<file path="src/design/pni_pkg.sv">
package pni_pkg;

  // Field widths
  localparam int VALUE_W = 12;
  localparam int ADJ_W   = 6;
  localparam int NOUN_W  = 7;
  localparam int SEED_W  = 32;

  // Permutation shape
  localparam int ROUNDS   = 4;
  localparam int ROUND_W  = 2;
  localparam int XS_SHIFT = 6;
  localparam int BYTE_W   = 8;

  // Default domain split
  localparam int DEF_ADJ_COUNT  = 53;
  localparam int DEF_NOUN_COUNT = 76;

  // Reciprocal for the constant divide: q ~= (v * floor(2^S / d)) >> S
  localparam int RECIP_SHIFT = 24;

  // Odd multipliers, one per round
  localparam logic [VALUE_W-1:0] ROUND_MUL [ROUNDS] = '{
    12'h325, 12'h3f5, 12'ha89, 12'h85b
  };

  typedef enum logic [2:0] {
    ST_IDLE,
    ST_ROUND,
    ST_CHECK,
    ST_DIV_EST,
    ST_DIV_FIX,
    ST_OUT
  } pni_state_t;

  // Controller to datapath
  typedef struct packed {
    logic               load_in;
    logic               do_round;
    logic [ROUND_W-1:0] round_idx;
    logic               clear_v;
    logic               div_est;
    logic               div_fix;
    logic               load_out;
  } pni_cmd_t;

  // Datapath to controller
  typedef struct packed {
    logic in_domain;
  } pni_status_t;

endpackage

</file>
<file path="src/design/pni_in_if.sv">
interface pni_in_if;
  logic                        valid;
  logic                        ready;
  logic [pni_pkg::VALUE_W-1:0] sequence_number;

  modport source (output valid, output sequence_number, input ready);
  modport sink   (input valid, input sequence_number, output ready);
endinterface

</file>
<file path="src/design/pni_out_if.sv">
interface pni_out_if;
  logic                        valid;
  logic                        ready;
  logic [pni_pkg::VALUE_W-1:0] permuted_value;
  logic [pni_pkg::ADJ_W-1:0]   adjective_index;
  logic [pni_pkg::NOUN_W-1:0]  noun_index;

  modport source (output valid, output permuted_value, output adjective_index,
                  output noun_index, input ready);
  modport sink   (input valid, input permuted_value, input adjective_index,
                  input noun_index, output ready);
endinterface

</file>
<file path="src/design/pni_cfg_if.sv">
interface pni_cfg_if;
  logic                       valid;
  logic                       ready;
  logic [pni_pkg::SEED_W-1:0] seed;

  modport source (output valid, output seed, input ready);
  modport sink   (input valid, input seed, output ready);
endinterface

</file>
<file path="src/design/permuted_name_index.sv">
// Channel   Dir  Request payload
// in_ch     in   sequence_number[11:0]
// out_ch    out  permuted_value[11:0], adjective_index[5:0], noun_index[6:0]
// cfg_ch    in   seed[31:0]
//
// Each walk pass runs four mixing rounds through one shared 12x12 multiplier, then a
// domain check; after the passes come a reciprocal estimate, a correction and the output
// load. At most 4096 passes, after which the result is all zero. Reset (rst_n low,
// synchronous) clears the seed to 0 and the controller to idle. A new request is taken
// while the previous result still waits on out_ch; the block stalls before its output
// load only if that result has not been taken. cfg_ch is always ready.
module permuted_name_index #(
  parameter int ADJ_COUNT  = pni_pkg::DEF_ADJ_COUNT,
  parameter int NOUN_COUNT = pni_pkg::DEF_NOUN_COUNT
) (
  input logic clk,
  input logic rst_n,
  pni_in_if.sink    in_ch,
  pni_out_if.source out_ch,
  pni_cfg_if.sink   cfg_ch
);
  import pni_pkg::*;

  pni_cmd_t    cmd;
  pni_status_t status;

  assign cfg_ch.ready = 1'b1;

  pni_ctrl u_ctrl (
    .clk       (clk),
    .rst_n     (rst_n),
    .in_valid  (in_ch.valid),
    .in_ready  (in_ch.ready),
    .out_valid (out_ch.valid),
    .out_ready (out_ch.ready),
    .status    (status),
    .cmd       (cmd)
  );

  pni_dp #(
    .ADJ_COUNT  (ADJ_COUNT),
    .NOUN_COUNT (NOUN_COUNT)
  ) u_dp (
    .clk             (clk),
    .rst_n           (rst_n),
    .cmd             (cmd),
    .status          (status),
    .cfg_we          (cfg_ch.valid && cfg_ch.ready),
    .cfg_seed        (cfg_ch.seed),
    .in_value        (in_ch.sequence_number),
    .permuted_value  (out_ch.permuted_value),
    .adjective_index (out_ch.adjective_index),
    .noun_index      (out_ch.noun_index)
  );

  // An accepted request starts at the first round
  a_start_round: assert property (@(posedge clk) disable iff (!rst_n)
    (in_ch.valid && in_ch.ready) |=> (cmd.do_round && cmd.round_idx == '0))
    else $error("request did not start at round zero");

  // Result load never overwrites an untaken result
  a_no_overwrite: assert property (@(posedge clk) disable iff (!rst_n)
    cmd.load_out |-> (!out_ch.valid || out_ch.ready))
    else $error("result register overwritten");

  // Remainder is reduced below the adjective count
  a_adj_range: assert property (@(posedge clk) disable iff (!rst_n)
    out_ch.valid |-> (int'(out_ch.adjective_index) < ADJ_COUNT))
    else $error("adjective index out of range");

  // Input is only taken when no work is in flight
  a_no_overlap: assert property (@(posedge clk) disable iff (!rst_n)
    (cmd.do_round || cmd.div_est || cmd.div_fix) |-> !in_ch.ready)
    else $error("request accepted while busy");

endmodule

</file>
<file path="src/design/pni_ctrl.sv">
module pni_ctrl (
  input  logic                 clk,
  input  logic                 rst_n,
  input  logic                 in_valid,
  output logic                 in_ready,
  output logic                 out_valid,
  input  logic                 out_ready,
  input  pni_pkg::pni_status_t status,
  output pni_pkg::pni_cmd_t    cmd
);
  import pni_pkg::*;

  pni_state_t         state_r, state_nxt;
  logic [ROUND_W-1:0] round_r, round_nxt;
  logic [VALUE_W-1:0] pass_r, pass_nxt;
  logic               out_valid_r, out_valid_nxt;
  logic               out_free;
  logic               last_pass;

  assign out_free  = !out_valid_r || out_ready;
  assign last_pass = (pass_r == {VALUE_W{1'b1}});

  // Next state
  always_comb begin
    state_nxt = state_r;
    case (state_r)
      ST_IDLE: begin
        if (in_valid) state_nxt = ST_ROUND;
      end
      ST_ROUND: begin
        if (round_r == ROUND_W'(ROUNDS - 1)) state_nxt = ST_CHECK;
      end
      ST_CHECK: begin
        if (status.in_domain || last_pass) state_nxt = ST_DIV_EST;
        else state_nxt = ST_ROUND;
      end
      ST_DIV_EST: state_nxt = ST_DIV_FIX;
      ST_DIV_FIX: state_nxt = ST_OUT;
      ST_OUT: begin
        if (out_free) state_nxt = ST_IDLE;
      end
      default: state_nxt = ST_IDLE;
    endcase
  end

  // Round and walk counters
  always_comb begin
    round_nxt = round_r;
    pass_nxt  = pass_r;
    case (state_r)
      ST_IDLE: begin
        round_nxt = '0;
        pass_nxt  = '0;
      end
      ST_ROUND: round_nxt = round_r + ROUND_W'(1);
      ST_CHECK: begin
        round_nxt = '0;
        pass_nxt  = pass_r + VALUE_W'(1);
      end
      default: begin
        round_nxt = round_r;
        pass_nxt  = pass_r;
      end
    endcase
  end

  // Commands
  always_comb begin
    cmd           = '0;
    cmd.round_idx = round_r;
    in_ready      = 1'b0;
    case (state_r)
      ST_IDLE: begin
        in_ready    = 1'b1;
        cmd.load_in = in_valid;
      end
      ST_ROUND:   cmd.do_round = 1'b1;
      ST_CHECK:   cmd.clear_v  = !status.in_domain && last_pass;
      ST_DIV_EST: cmd.div_est  = 1'b1;
      ST_DIV_FIX: cmd.div_fix  = 1'b1;
      ST_OUT:     cmd.load_out = out_free;
      default:    cmd          = '0;
    endcase
  end

  // Result valid flag
  always_comb begin
    out_valid_nxt = out_valid_r;
    if (cmd.load_out) out_valid_nxt = 1'b1;
    else if (out_ready) out_valid_nxt = 1'b0;
  end

  always_ff @(posedge clk) begin
    if (!rst_n) begin
      state_r     <= ST_IDLE;
      round_r     <= '0;
      pass_r      <= '0;
      out_valid_r <= 1'b0;
    end else begin
      state_r     <= state_nxt;
      round_r     <= round_nxt;
      pass_r      <= pass_nxt;
      out_valid_r <= out_valid_nxt;
    end
  end

  assign out_valid = out_valid_r;

endmodule

</file>
<file path="src/design/pni_dp.sv">
module pni_dp #(
  parameter int ADJ_COUNT  = pni_pkg::DEF_ADJ_COUNT,
  parameter int NOUN_COUNT = pni_pkg::DEF_NOUN_COUNT
) (
  input  logic                         clk,
  input  logic                         rst_n,
  input  pni_pkg::pni_cmd_t            cmd,
  output pni_pkg::pni_status_t         status,
  input  logic                         cfg_we,
  input  logic [pni_pkg::SEED_W-1:0]   cfg_seed,
  input  logic [pni_pkg::VALUE_W-1:0]  in_value,
  output logic [pni_pkg::VALUE_W-1:0]  permuted_value,
  output logic [pni_pkg::ADJ_W-1:0]    adjective_index,
  output logic [pni_pkg::NOUN_W-1:0]   noun_index
);
  import pni_pkg::*;

  localparam longint DOMAIN  = longint'(ADJ_COUNT) * longint'(NOUN_COUNT);
  localparam longint RECIP   = (64'd1 << RECIP_SHIFT) / ADJ_COUNT;
  localparam int     RECIP_W = RECIP_SHIFT + 1;
  localparam int     PROD_W  = VALUE_W + RECIP_W;
  localparam int     QD_W    = VALUE_W + 1;
  localparam int     REM_W   = ADJ_W + 1;
  localparam int     MUL_W   = 2 * VALUE_W;

  logic [SEED_W-1:0]  seed_r;
  logic [VALUE_W-1:0] v_r, v_nxt;
  logic [VALUE_W-1:0] q_r, q_nxt;
  logic [REM_W-1:0]   r_r, r_nxt;
  logic [VALUE_W-1:0] pv_r;
  logic [ADJ_W-1:0]   adj_r;
  logic [NOUN_W-1:0]  noun_r;

  logic [SEED_W-1:0]  key_sh;
  logic [VALUE_W-1:0] mixed;
  logic [MUL_W-1:0]   round_prod;
  logic [VALUE_W-1:0] round_val;
  logic [VALUE_W-1:0] round_out;
  logic [PROD_W-1:0]  recip_prod;
  logic [QD_W-1:0]    qd;
  logic [QD_W-1:0]    rem_wide;
  logic [REM_W-1:0]   rem;

  // One mixing round: xor-shift, key xor, odd multiply
  assign key_sh     = seed_r >> {cmd.round_idx, 3'b000};
  assign mixed      = v_r ^ (v_r >> XS_SHIFT) ^ key_sh[VALUE_W-1:0];
  assign round_prod = MUL_W'(mixed) * MUL_W'(ROUND_MUL[cmd.round_idx]);
  assign round_val  = round_prod[VALUE_W-1:0];
  // final xor-shift rides on the last round
  assign round_out  = (cmd.round_idx == ROUND_W'(ROUNDS - 1)) ?
                      (round_val ^ (round_val >> XS_SHIFT)) : round_val;

  // Domain check
  assign status.in_domain = (longint'(v_r) < DOMAIN);

  // Constant divide: reciprocal estimate, then one correction step
  assign recip_prod = PROD_W'(v_r) * PROD_W'(RECIP);
  assign qd         = QD_W'(q_r) * QD_W'(ADJ_COUNT);
  assign rem_wide   = QD_W'(v_r) - qd;
  assign rem        = rem_wide[REM_W-1:0];

  always_comb begin
    v_nxt = v_r;
    q_nxt = q_r;
    r_nxt = r_r;
    if (cmd.load_in) v_nxt = in_value;
    else if (cmd.do_round) v_nxt = round_out;
    else if (cmd.clear_v) v_nxt = '0;
    if (cmd.div_est) q_nxt = recip_prod[RECIP_SHIFT +: VALUE_W];
    if (cmd.div_fix) begin
      if (rem >= REM_W'(ADJ_COUNT)) begin
        q_nxt = q_r + VALUE_W'(1);
        r_nxt = rem - REM_W'(ADJ_COUNT);
      end else begin
        r_nxt = rem;
      end
    end
  end

  // Seed register
  always_ff @(posedge clk) begin
    if (!rst_n) begin
      seed_r <= '0;
    end else if (cfg_we) begin
      seed_r <= cfg_seed;
    end
  end

  // Working and result registers
  always_ff @(posedge clk) begin
    v_r <= v_nxt;
    q_r <= q_nxt;
    r_r <= r_nxt;
    if (cmd.load_out) begin
      pv_r   <= v_r;
      adj_r  <= r_r[ADJ_W-1:0];
      noun_r <= q_r[NOUN_W-1:0];
    end
  end

  assign permuted_value  = pv_r;
  assign adjective_index = adj_r;
  assign noun_index      = noun_r;

endmodule

</file>
<file path="src/flat_wrapper.sv">
// flat-port wrapper written by rule: the top's interface ports become plain ports
module permuted_name_index_flat import pni_pkg::*;
#(
  parameter int ADJ_COUNT  = pni_pkg::DEF_ADJ_COUNT,
  parameter int NOUN_COUNT = pni_pkg::DEF_NOUN_COUNT
)
  (clk, rst_n, in_ch_valid, in_ch_sequence_number, in_ch_ready, out_ch_valid, out_ch_permuted_value, out_ch_adjective_index, out_ch_noun_index, out_ch_ready, cfg_ch_valid, cfg_ch_seed, cfg_ch_ready);
  pni_in_if in_ch_i ();
  pni_out_if out_ch_i ();
  pni_cfg_if cfg_ch_i ();
  input logic clk;
  input logic rst_n;
  input wire logic [$bits(in_ch_i.valid)-1:0] in_ch_valid;
  input wire logic [$bits(in_ch_i.sequence_number)-1:0] in_ch_sequence_number;
  output wire logic [$bits(in_ch_i.ready)-1:0] in_ch_ready;
  output wire logic [$bits(out_ch_i.valid)-1:0] out_ch_valid;
  output wire logic [$bits(out_ch_i.permuted_value)-1:0] out_ch_permuted_value;
  output wire logic [$bits(out_ch_i.adjective_index)-1:0] out_ch_adjective_index;
  output wire logic [$bits(out_ch_i.noun_index)-1:0] out_ch_noun_index;
  input wire logic [$bits(out_ch_i.ready)-1:0] out_ch_ready;
  input wire logic [$bits(cfg_ch_i.valid)-1:0] cfg_ch_valid;
  input wire logic [$bits(cfg_ch_i.seed)-1:0] cfg_ch_seed;
  output wire logic [$bits(cfg_ch_i.ready)-1:0] cfg_ch_ready;
  assign in_ch_i.valid = in_ch_valid;
  assign in_ch_i.sequence_number = in_ch_sequence_number;
  assign in_ch_ready = in_ch_i.ready;
  assign out_ch_valid = out_ch_i.valid;
  assign out_ch_permuted_value = out_ch_i.permuted_value;
  assign out_ch_adjective_index = out_ch_i.adjective_index;
  assign out_ch_noun_index = out_ch_i.noun_index;
  assign out_ch_i.ready = out_ch_ready;
  assign cfg_ch_i.valid = cfg_ch_valid;
  assign cfg_ch_i.seed = cfg_ch_seed;
  assign cfg_ch_ready = cfg_ch_i.ready;
  permuted_name_index #(.ADJ_COUNT(ADJ_COUNT), .NOUN_COUNT(NOUN_COUNT)) u_core (.clk(clk), .rst_n(rst_n), .in_ch(in_ch_i), .out_ch(out_ch_i), .cfg_ch(cfg_ch_i));
endmodule
</file>
<file path="config.mk">
export PLATFORM = sky130hd
export DESIGN_NAME = permuted_name_index_flat
export DESIGN_NICKNAME = d
export VERILOG_FILES = /design/src/design/pni_pkg.sv /design/src/design/pni_in_if.sv /design/src/design/pni_out_if.sv /design/src/design/pni_cfg_if.sv /design/src/design/permuted_name_index.sv /design/src/design/pni_ctrl.sv /design/src/design/pni_dp.sv /design/src/flat_wrapper.sv
export SDC_FILE = /design/constraint.sdc
export NUM_CORES = 1
export LEC_CHECK = 0
export BUFFER_PORTS_ARGS = -buffer_cell sky130_fd_sc_hd__buf_2
export CORE_MARGIN = 4
export CORE_UTILIZATION = 30
export DETAILED_ROUTE_END_ITERATION = 6
export PLACE_DENSITY = 0.51
export SYNTH_ARGS = -nofsm -noshare
export SYNTH_HDL_FRONTEND = slang
export SYNTH_SLANG_ARGS = --single-unit
</file>
<file path="constraint.sdc">
create_clock -name clk -period 9.9 [get_ports clk]
set_input_delay 0.495 -clock clk [delete_from_list [all_inputs] [get_ports clk]]
set_output_delay 0.495 -clock clk [all_outputs]
set_load 0.005 [all_outputs]
</file>
==> results.md, run 1 <==
- Cell types with the highest counts after synthesis: sky130_fd_sc_hd__inv_1, sky130_fd_sc_hd__ha_1, sky130_fd_sc_hd__fa_1, sky130_fd_sc_hd__nand2_1, sky130_fd_sc_hd__xnor2_1
- Proportion of synthesized flip-flops having asynchronous set or reset: 0%
- Initial cell density of the core: 30.4%
- Proportion of layout cells with a drive suffix above 1: 10.6%
- Number of hold-repair buffers added at the cts stage: 0
- Critical Path Slowest Stage Cell: sky130_fd_sc_hd__dfxtp_1
- Count leader, synth: sky130_fd_sc_hd__inv_1
- Number of antenna violations at the first check in global routing: 0
- Kind of end point of the critical path: flip-flop
- Kind of start point of the critical path: flip-flop
- Avg Vias per Cell: 4.53
- Path type of the worst min-delay path: primary input to flip-flop
- Last weighted congestion value of the routability-driven placer: 0.868
- Maximum number of pins on one net before global-route repair: 51
- Critical Path, Cell by Cell: a21bo_2 > inv_1 > and3_1 > a31oi_1 > xnor2_1 > nand2_1 > fa_1 > fa_1 > inv_1 > fa_1 > fa_1 > inv_1 > fa_1 > inv_1 > ha_1 > o41ai_1 > xnor3_1 > xnor3_1 > mux2_1 > nand2_1
- Ys Warns: 0
- Number of sinks handled by clock tree synthesis: 100
- Buffers and inverters on the worst path: 4
- Final WL: 24.5 mm
- Fin. max-slew vios: 0
- GRT met2 Usage: 22.8%
- X dimension of the die: a little under 200 um
- Via count of the first global-routing pass: 7477
- Post-route fraction of the period consumed by the critical path: 74.0%
- Startpoint-to-endpoint class of the critical path: flip-flop to flip-flop
- Crit path arrival time: 7.56 ns
- Largest buffer count on any clock path: 2
- Post-Layout Cell Count: ~1600
- Yosys top cell by area: sky130_fd_sc_hd__ha_1
- P&R area growth vs syn: 11.0%
- Most used cell, CP: sky130_fd_sc_hd__fa_1
- Die Span Y: approximately 190 um
- Total placed cells including tap cells: roughly 1600
- Leading cell types by total area after synthesis: sky130_fd_sc_hd__ha_1, sky130_fd_sc_hd__fa_1, sky130_fd_sc_hd__edfxtp_1, sky130_fd_sc_hd__dfxtp_1, sky130_fd_sc_hd__inv_1
- Total via count in the routed design: 7236
- Met1 track demand over resource: 17.4%
- Sequential element share of the synthesized area: about 23%
- Cts bufs inserted: 9
- Mapped Cells: about 1100
- Number of setup buffers added after CTS: 0
- Number of resized instances in the post-cts repair step: 0
- Final net count: 1439
- Max-cap violations: 0
- Worst Tran Pin Value: approximately 1.1 ns
- Clock tree from TritonCTS: built
- Predominant post-synthesis flop cell: sky130_fd_sc_hd__dfxtp_1
- Wire length of the first global-routing pass: 40.2 mm
- Count of fill cells added during filler insertion: 3625
- DR iter-0 viols: 295
- Final setup TNS: 0 ns
- # setup viols final: 0
- Post-Route Utilization: 33.7%
- Core Rows: 68
- Worst rel slew slack: about a quarter
- Gr usage total: 13.3%
- Detail-routed net length per standard cell: between 15 and 20 um
- Top Ports: 77
- Leftover overflow at the end of global routing: 0
- CORE AREA: 34500 um2
- Port-buffer cells: 75
- Syn avg cell area: between 9 and 10 um2
- Pre-Repair DR Iteration Count: 5
- Layer carrying the most global-route usage: met2
- Clock insertion delay at the later pin of the skew report: approximately 0.37 ns
- Worst Clk Skew: 0.00984 ns
- Peak per-stage delay on the critical path: 0.65 ns
- Ant diodes: 0
- Largest delay share family, worst path: adder cells
- Number of enable flip-flop cells after synthesis: 43
- Post-synthesis cell area: between 10000 and 15000 um2
- Post-synth cell types: 67
- Number of levels the H-tree was split into: 3
- Die outline area: 38000 um2
- Post-Syn Nets: 1378
- Result of the run: completed
- Final critical delay including setup and external delays: 7.33 ns
- Detailed Place HPWL: about 20 mm
- Clock Pin Slew Worst Setup and Hold Paths: approximately 0.080 ns
- Yosys top cell area share: 18.7%
- Unrepaired setup endpoints after global routing: no
- CTS Root Cell: sky130_fd_sc_hd__clkbuf_16
- Remaining antenna violation count: 0
- CP Max Fanout: 31
- Global-route met3 utilization: 2.16%
- FF-to-FF setup slack: 2.57 ns
- Number of failing hold endpoints at the final stage: 0
- Max frequency: 137 MHz
- CP Data Required Time: 10.14 ns
- Detailed-route DRC error count: 0
- Register bit count reported by yosys: 100
cell usage in the layout, fill, tap and decap left out, types with 3 or more instances in the layout:
master,count
sky130_fd_sc_hd__nor2_1,38
sky130_fd_sc_hd__a22o_1,12
sky130_fd_sc_hd__buf_2,75
sky130_fd_sc_hd__edfxtp_1,43
sky130_fd_sc_hd__a21o_1,9
sky130_fd_sc_hd__mux2i_1,49
sky130_fd_sc_hd__xnor2_1,60
sky130_fd_sc_hd__dfxtp_1,57
sky130_fd_sc_hd__o2111ai_1,3
sky130_fd_sc_hd__a21oi_1,33
sky130_fd_sc_hd__nor3_1,8
sky130_fd_sc_hd__o21bai_1,5
sky130_fd_sc_hd__inv_1,202
sky130_fd_sc_hd__buf_4,8
sky130_fd_sc_hd__nand3_1,7
sky130_fd_sc_hd__ha_1,157
sky130_fd_sc_hd__nand2b_1,4
sky130_fd_sc_hd__or2_2,9
sky130_fd_sc_hd__o21ai_0,14
sky130_fd_sc_hd__and3_1,11
sky130_fd_sc_hd__a221oi_1,7
sky130_fd_sc_hd__a22oi_1,9
sky130_fd_sc_hd__o211a_1,4
sky130_fd_sc_hd__clkbuf_16,10
sky130_fd_sc_hd__fa_1,94
sky130_fd_sc_hd__nand2_1,84
sky130_fd_sc_hd__a31oi_1,5
sky130_fd_sc_hd__o21a_1,6
sky130_fd_sc_hd__and2_1,8
sky130_fd_sc_hd__nor2b_1,50
sky130_fd_sc_hd__clkinv_4,3
sky130_fd_sc_hd__xor2_1,9
flip-flops by register name, summed over array words and instances (netlist names):
name and flops:
u_core.u_dp.q_r 7, u_core.u_ctrl.state_r 3, u_core.u_ctrl.round_r 2, u_core.u_dp.noun_index 7, u_core.u_dp.permuted_value 12, u_core.u_dp.r_r 6, u_core.u_dp.seed_r 32, u_core.u_dp.adjective_index 6
u_core.u_dp.v_r 12, u_core.u_ctrl.pass_r 12, u_core.u_ctrl.out_valid 1
kinds of logic (layout without fill, tap and decap cells):
kind of cell,count (synthesis),count (layout),share of synthesized area [%]
AO/OA/AOI/OAI,133,133,8.92
XOR/XNOR,73,73,6.50
adder cells (fa/ha/maj),251,251,36.7
buffers and inverters,237,303,8.89
flip-flops,100,100,23.2
multiplexers,53,53,5.13
other,1,1,0.0358
AND/OR/NAND/NOR,230,230,10.7
path summary, 6_finish.rpt:
kind | start | endpoint | depth (start not counted)
worst max-delay path | u_core.u_ctrl.state_r[2] | u_core.u_dp.v_r[5] | 20
worst min-delay path | cfg_ch_seed[12] | u_core.u_dp.seed_r[12] | 3
worst max register to register | u_core.u_ctrl.state_r[2] | u_core.u_dp.v_r[5] | 20
worst min register to register | u_core.u_dp.r_r[3] | u_core.u_dp.adjective_index[3] | 0
layer usage:
layer | vias up | share of wire, %
met2 | 96 | 48
met1 | 3482 | 47
met4 | 0 | 1.8
met5 | - | 0
li1 | 3639 | -
met3 | 19 | 2.8
metrics by stage:
stage	hold slack, ns	setup WS, ns	area [um2]
finish	0.389	2.57	11600
global route	0.384	2.16	11600
CTS	0.372	2.54	11600
detailed placement	0.407	2.55	11300
global placement	0.406	2.67	11300
floorplan	0.400	3.48	10500
worst min-delay path: cells and delay by family:
family | cells | cell delay [ns]
muxes | 1 | 0.05
and+or+nand+nor | 1 | 0.09
buffers and inverters | 1 | 0.07
final cells by class:
| cell class | count | area, um2 | share of cell area (%) |
|---|---|---|---|
| timing repair buffer | 83 | 435 | 3.74 |
| inverter | 204 | 771 | 6.62 |
| clock inverter | 5 | 42.5 | 0.365 |
| tap | 455 | 569 | 4.89 |
| clock buffer | 11 | 264 | 2.27 |
| multi-input combinational | 741 | 7130 | 61.2 |
| sequential | 100 | 2430 | 20.9 |
Power of run 1 is not shown: default switching activity piles up to over one toggle a cycle in this logic, so the estimate is an artifact.
==> run 2, diff against run 1 <==
==> constraint.sdc (replaced) <==
create_clock -name clk -period 6.8 [get_ports clk]
set_input_delay 0.34 -clock clk [delete_from_list [all_inputs] [get_ports clk]]
set_output_delay 0.34 -clock clk [all_outputs]
set_load 0.005 [all_outputs]
==> run 2 against run 1 <==
Utilization increased by 0.43 points. Critical path type unchanged. Clock skew increased by 0.0034 ns. Die area unchanged. Design area increased by 1.3%. Routed wire length increased by 3.5%. Clock-buffer cell count decreased by 1. Non-clock buffer count increased by 20.
==> results.md, run 2 (synthesis results as in run 1) <==
- Worst Setup EP: u_core.u_dp.v_r[5]
- Path type of the worst min-delay path: primary input to flip-flop
- Kind of end point of the critical path: flip-flop
- Cells on Worst Hold Path: 3
- DR iter-0 viols: around 380
- Wire length of the first global-routing pass: between 40 and 50 mm
- Crit path arrival time: 6.65 ns
- Worst rel slew slack: between 30% and 40%
- Number of levels the H-tree was split into: 3
- Result of the run: completed
- Detail-routed net length per standard cell: 15.7 um
- Final Instance Area: between 10000 and 15000 um2
- Worst setup path startpoint: u_core.u_ctrl.state_r[2]
- Worst Tran Pin Value: 1.03 ns
- Pre-Repair DR Iteration Count: 6
- Final setup TNS: 0 ns
- Maximum number of pins on one net before global-route repair: 51
- Final WL: 25.4 mm
- Max-cap violations: 0
- Unrepaired setup endpoints after global routing: no
- FF-to-FF setup slack: a little under 0.4 ns
- # setup viols final: 0
- Worst Reg2Reg Path Length in Cells: 20
- Last weighted congestion value of the routability-driven placer: 0.932
- Clock tree from TritonCTS: built
- Detailed Place HPWL: 20.7 mm
- Leftover overflow at the end of global routing: 0
- P&R area growth vs syn: 12.4%
- Cts bufs inserted: 9
- Fin. max-slew vios: 0
- Detailed-route DRC error count: 0
- Die outline area: 38000 um2
- Most frequent cells in the layout: sky130_fd_sc_hd__inv_1, sky130_fd_sc_hd__ha_1, sky130_fd_sc_hd__fa_1, sky130_fd_sc_hd__nand2_1, sky130_fd_sc_hd__buf_2
- Total via count in the routed design: between 7000 and 8000
- Gr usage total: 13.6%
- Post-route fraction of the period consumed by the critical path: 94.3%
- Max frequency: around 160 MHz
- Largest Register: u_core.u_dp.seed_r
- Avg Vias per Cell: 4.52
- Number of hold-repair buffers added at the cts stage: 0
- Remaining antenna violation count: 0
- CORE AREA: ~35000 um2
- Clock insertion delay at the later pin of the skew report: about 0.37 ns
- Kind of start point of the critical path: flip-flop
- Startpoint-to-endpoint class of the critical path: flip-flop to flip-flop
- Number of sinks handled by clock tree synthesis: 100
- Core Rows: 68
- Port-buffer cells: between 70 and 80
- Final net count: 1459
- Via count of the first global-routing pass: 7662
- Max reg flops: 32
- CTS Root Cell: sky130_fd_sc_hd__clkbuf_16
- Clock Pin Slew Worst Setup and Hold Paths: 0.08 ns
- Startpoint of the worst register-to-register path: u_core.u_ctrl.state_r[2]
- Worst Clk Skew: 0.0133 ns
- Final critical delay including setup and external delays: 6.41 ns
- Initial cell density of the core: 30.4%
- Number of failing hold endpoints at the final stage: 0
- Proportion of layout cells with a drive suffix above 1: 12.3%
- Total placed instance area: 11500 um2
- Number of antenna violations at the first check in global routing: 0
- Post-Route Utilization: 34.1%
- Top Ports: just under 80
- Ant diodes: 0
- Destination of the worst register-to-register timing path: u_core.u_dp.v_r[5]
- CP Data Required Time: 7.04 ns
- Die Span Y: 195 um
- Largest buffer count on any clock path: 2
- X dimension of the die: 195 um
- Most common cell after layout, fill and taps aside: sky130_fd_sc_hd__inv_1
- CP Max Fanout: 18
## run 2: per-layer routing
metal  part of all wire (%)  global-route usage [%]  wire (um)
met5                      0                       0          0
met4                    2.2                    3.75        558
met3                    2.9                    2.10        726
met2                     49                    23.6      12400
met1                     46                    17.8      11700
## run 2: final cells by class
class                           instances  area, um2
Clock buffer                           10        239
Clock inverter                          6       53.8
Fill cell                            3631      22800
Inverter                              204        774
Multi-Input combinational cell        741       7140
Sequential cell                       100       2430
Tap cell                              455        569
Timing Repair Buffer                  103        586
## run 2: worst min path at each step
stage	from	end	slack, ns
global placement	u_core.u_dp.r_r[2]	u_core.u_dp.adjective_index[2]	0.41
floorplan	u_core.u_dp.r_r[0]	u_core.u_dp.adjective_index[0]	0.40
CTS	cfg_ch_seed[24]	u_core.u_dp.seed_r[24]	0.22
detailed placement	u_core.u_dp.r_r[2]	u_core.u_dp.adjective_index[2]	0.41
finish	cfg_ch_seed[24]	u_core.u_dp.seed_r[24]	0.23
global route	cfg_ch_seed[7]	u_core.u_dp.seed_r[7]	0.22
## run 2: worst max-delay path: stages (launching register included)
cell                       delay, ns
sky130_fd_sc_hd__dfxtp_1        0.34
sky130_fd_sc_hd__a21bo_1        0.25
sky130_fd_sc_hd__buf_4          0.22
sky130_fd_sc_hd__a221oi_1       0.35
sky130_fd_sc_hd__a21oi_1        0.16
sky130_fd_sc_hd__xnor2_1        0.48
sky130_fd_sc_hd__nor2_1         0.17
sky130_fd_sc_hd__fa_1           0.60
sky130_fd_sc_hd__fa_1           0.43
sky130_fd_sc_hd__ha_1           0.33
sky130_fd_sc_hd__fa_1           0.54
sky130_fd_sc_hd__inv_1          0.05
sky130_fd_sc_hd__fa_1           0.53
sky130_fd_sc_hd__inv_1          0.04
sky130_fd_sc_hd__ha_1           0.32
sky130_fd_sc_hd__o21a_1         0.15
sky130_fd_sc_hd__o41ai_2        0.29
sky130_fd_sc_hd__xnor3_1        0.39
sky130_fd_sc_hd__xnor3_1        0.24
sky130_fd_sc_hd__mux2_1         0.33
sky130_fd_sc_hd__nand2_1        0.06
## run 2: what timing repair did
action                     4_1_cts  5_1_grt
setup buffers                    0        2
resized for setup                0        2
setup endpoints to repair        0        2
## run 2: metrics by stage
stage	cells	hold WS, ns	worst slack (ns)
2_1_floorplan	1078	0.400	0.381
3_3_place_gp	1601	0.406	0.392
3_5_place_dp	1601	0.405	0.253
4_1_cts	1617	0.218	0.209
5_1_grt	1619	0.221	0.0152
6_report	1619	0.232	0.391
Power of run 2 is left out for the same reason.
==> run 3, diff against run 2 <==
--- a/config.mk
+++ b/config.mk
@@ -7,9 +7,10 @@
 export LEC_CHECK = 0
 export BUFFER_PORTS_ARGS = -buffer_cell sky130_fd_sc_hd__buf_2
 export CORE_MARGIN = 4
-export CORE_UTILIZATION = 30
+export CORE_UTILIZATION = 50
 export DETAILED_ROUTE_END_ITERATION = 6
-export PLACE_DENSITY = 0.51
+export PLACE_DENSITY = 0.74
+export REMOVE_ABC_BUFFERS = 1
 export SYNTH_ARGS = -nofsm -noshare
 export SYNTH_HDL_FRONTEND = slang
 export SYNTH_SLANG_ARGS = --single-unit
==> run 3 against run 2 <==
Clock-buffer cell count is the same. Utilization grew 23 points. Design area shrank 1.8%. Critical path depth grew 2. Routed wire length shrank 10%. Sequential share of layout area grew 0.38 points. Global-route usage grew 6.3 points. Register-to-register slack gained 0.07 ns. Critical path type unchanged. Maximum frequency grew 1.1%. Largest cell class unchanged.
==> results.md, run 3 (synthesis results as in run 1) <==
- Result of the run: completed
- Count of fill cells added during filler insertion: 1772
- CP Data Required Time: 7.03 ns
- Wire length of the first global-routing pass: 38.2 mm
- Final setup TNS: 0 ns
- Max reg flops: 32
- Fin. max-slew vios: 0
- Final WL: 22.9 mm
- Core Rows: 52
- Most common cell after layout, fill and taps aside: sky130_fd_sc_hd__inv_1
- Clock tree from TritonCTS: built
- Pre-Repair DR Iteration Count: 4
- Kind of end point of the critical path: flip-flop
- CORE AREA: 20400 um2
- X dimension of the die: 153 um
- Largest buffer count on any clock path: 2
- Last weighted congestion value of the routability-driven placer: between 0.9 and 1
- Clock Pin Slew Worst Setup and Hold Paths: 0.08 ns
- Via count of the first global-routing pass: 7786
- # setup viols final: 0
- Avg Vias per Cell: roughly 5.3
- P&R area growth vs syn: 10.4%
- Startpoint-to-endpoint class of the critical path: flip-flop to flip-flop
- Unrepaired setup endpoints after global routing: no
- Proportion of layout cells with a drive suffix above 1: 12.5%
- Clock insertion delay at the later pin of the skew report: 0.36 ns
- Number of sinks handled by clock tree synthesis: 100
- Worst Clk Skew: about 0.014 ns
- Worst rel slew slack: 24.2%
- Final critical delay including setup and external delays: 6.34 ns
- Total via count in the routed design: around 7600
- CTS Root Cell: sky130_fd_sc_hd__clkbuf_16
- Port-buffer cells: 75
- Number of failing hold endpoints at the final stage: 0
- Most frequent cells in the layout: sky130_fd_sc_hd__inv_1, sky130_fd_sc_hd__ha_1, sky130_fd_sc_hd__fa_1, sky130_fd_sc_hd__nand2_1, sky130_fd_sc_hd__buf_2
- Final net count: 1461
- Leftover overflow at the end of global routing: 0
- Cts bufs inserted: 9
- Gr usage total: 19.9%
- Max-cap violations: 0
- CP Max Fanout: 23
- Max frequency: between 150 and 200 MHz
- Post-route fraction of the period consumed by the critical path: between 90% and 100%
- Kind of start point of the critical path: flip-flop
- Initial cell density of the core: about half
- Top Ports: 77
- Path type of the worst min-delay path: primary input to flip-flop
- Detailed-route DRC error count: 0
- Remaining antenna violation count: 0
- Detail-routed net length per standard cell: 15.9 um
- Number of antenna violations at the first check in global routing: 0
- DR iter-0 viols: 354
- Die Span Y: 153 um
- Die outline area: 23400 um2
- Maximum number of pins on one net before global-route repair: slightly above 50
- Largest Register: u_core.u_dp.seed_r
- Crit path arrival time: 6.57 ns
- Number of hold-repair buffers added at the cts stage: 0
- Ant diodes: 0
- Number of levels the H-tree was split into: 3
- Detailed Place HPWL: 18.5 mm
- Worst Tran Pin Value: 1.13 ns
## run 3: cell types whose count changed in the layout (fill, tap and decap cells not counted), sizes merged
cell / change
clkinvlp: -1
inv: +1
buf: +2
## run 3: final cells by class
class	count	area [um2]	share of cell area (%)
well taps	270	338	2.92
multi-input cells	741	7140	61.7
clock inverters	6	55.1	0.475
flip-flops and latches	100	2430	21.0
repair buffers	105	601	5.19
clock buffers	10	239	2.06
inverters	204	773	6.68
## run 3: final timing paths
path,to,slack [ns],from,depth (start not counted)
worst max-delay path,u_core.u_dp.v_r[5],0.46,u_core.u_ctrl.round_r[0],22
worst min-delay path,u_core.u_dp.seed_r[6],0.23,cfg_ch_seed[6],3
worst max register to register,u_core.u_dp.v_r[5],0.46,u_core.u_ctrl.round_r[0],22
worst min register to register,u_core.u_dp.adjective_index[3],0.43,u_core.u_dp.r_r[3],0
## run 3: worst max-delay path, cell delays in order (launching register included)
cell	delay [ns]
sky130_fd_sc_hd__dfxtp_1	0.33
sky130_fd_sc_hd__a21bo_2	0.33
sky130_fd_sc_hd__inv_8	0.18
sky130_fd_sc_hd__mux2i_2	0.28
sky130_fd_sc_hd__a21oi_1	0.12
sky130_fd_sc_hd__xnor2_1	0.20
sky130_fd_sc_hd__inv_1	0.14
sky130_fd_sc_hd__nor2_1	0.21
sky130_fd_sc_hd__inv_1	0.09
sky130_fd_sc_hd__fa_1	0.39
sky130_fd_sc_hd__fa_1	0.54
sky130_fd_sc_hd__inv_1	0.05
sky130_fd_sc_hd__fa_1	0.47
sky130_fd_sc_hd__fa_1	0.55
sky130_fd_sc_hd__inv_1	0.06
sky130_fd_sc_hd__fa_1	0.53
sky130_fd_sc_hd__inv_1	0.04
sky130_fd_sc_hd__ha_1	0.22
sky130_fd_sc_hd__o41ai_2	0.43
sky130_fd_sc_hd__xnor3_1	0.40
sky130_fd_sc_hd__xnor3_1	0.25
sky130_fd_sc_hd__mux2_1	0.32
sky130_fd_sc_hd__nand2_1	0.06
## run 3: stage by stage
| stage | hold slack (ns) | setup slack, ns | instances | area, um2 | util [%] |
|---|---|---|---|---|---|
| 6_report | 0.229 | 0.463 | 1436 | 11600 | 56.7 |
| 2_1_floorplan | 0.400 | 0.115 | 1045 | 10300 | - |
| 3_3_place_gp | 0.406 | 0.530 | 1420 | 11300 | 55.2 |
| 3_5_place_dp | 0.410 | 0.186 | 1420 | 11300 | 55.2 |
| 5_1_grt | 0.230 | 0.0792 | 1436 | 11600 | 56.7 |
| 4_1_cts | 0.222 | 0.166 | 1436 | 11600 | 56.6 |
## run 3: routing by layer
layer,global-route usage (%),wire [um],vias up
met5,0,0,-
met4,4.33,337,0
met3,3.59,1370,27
met2,32.4,10500,196
met1,28.1,10600,3662
li1,-,-,3687
## run 3: timing repair
action                     4_1_cts  5_1_grt
setup endpoints to repair        0        2
buffers inserted                 0        0
gates resized for setup          0        5
Power of run 3 is left out for the same reason.
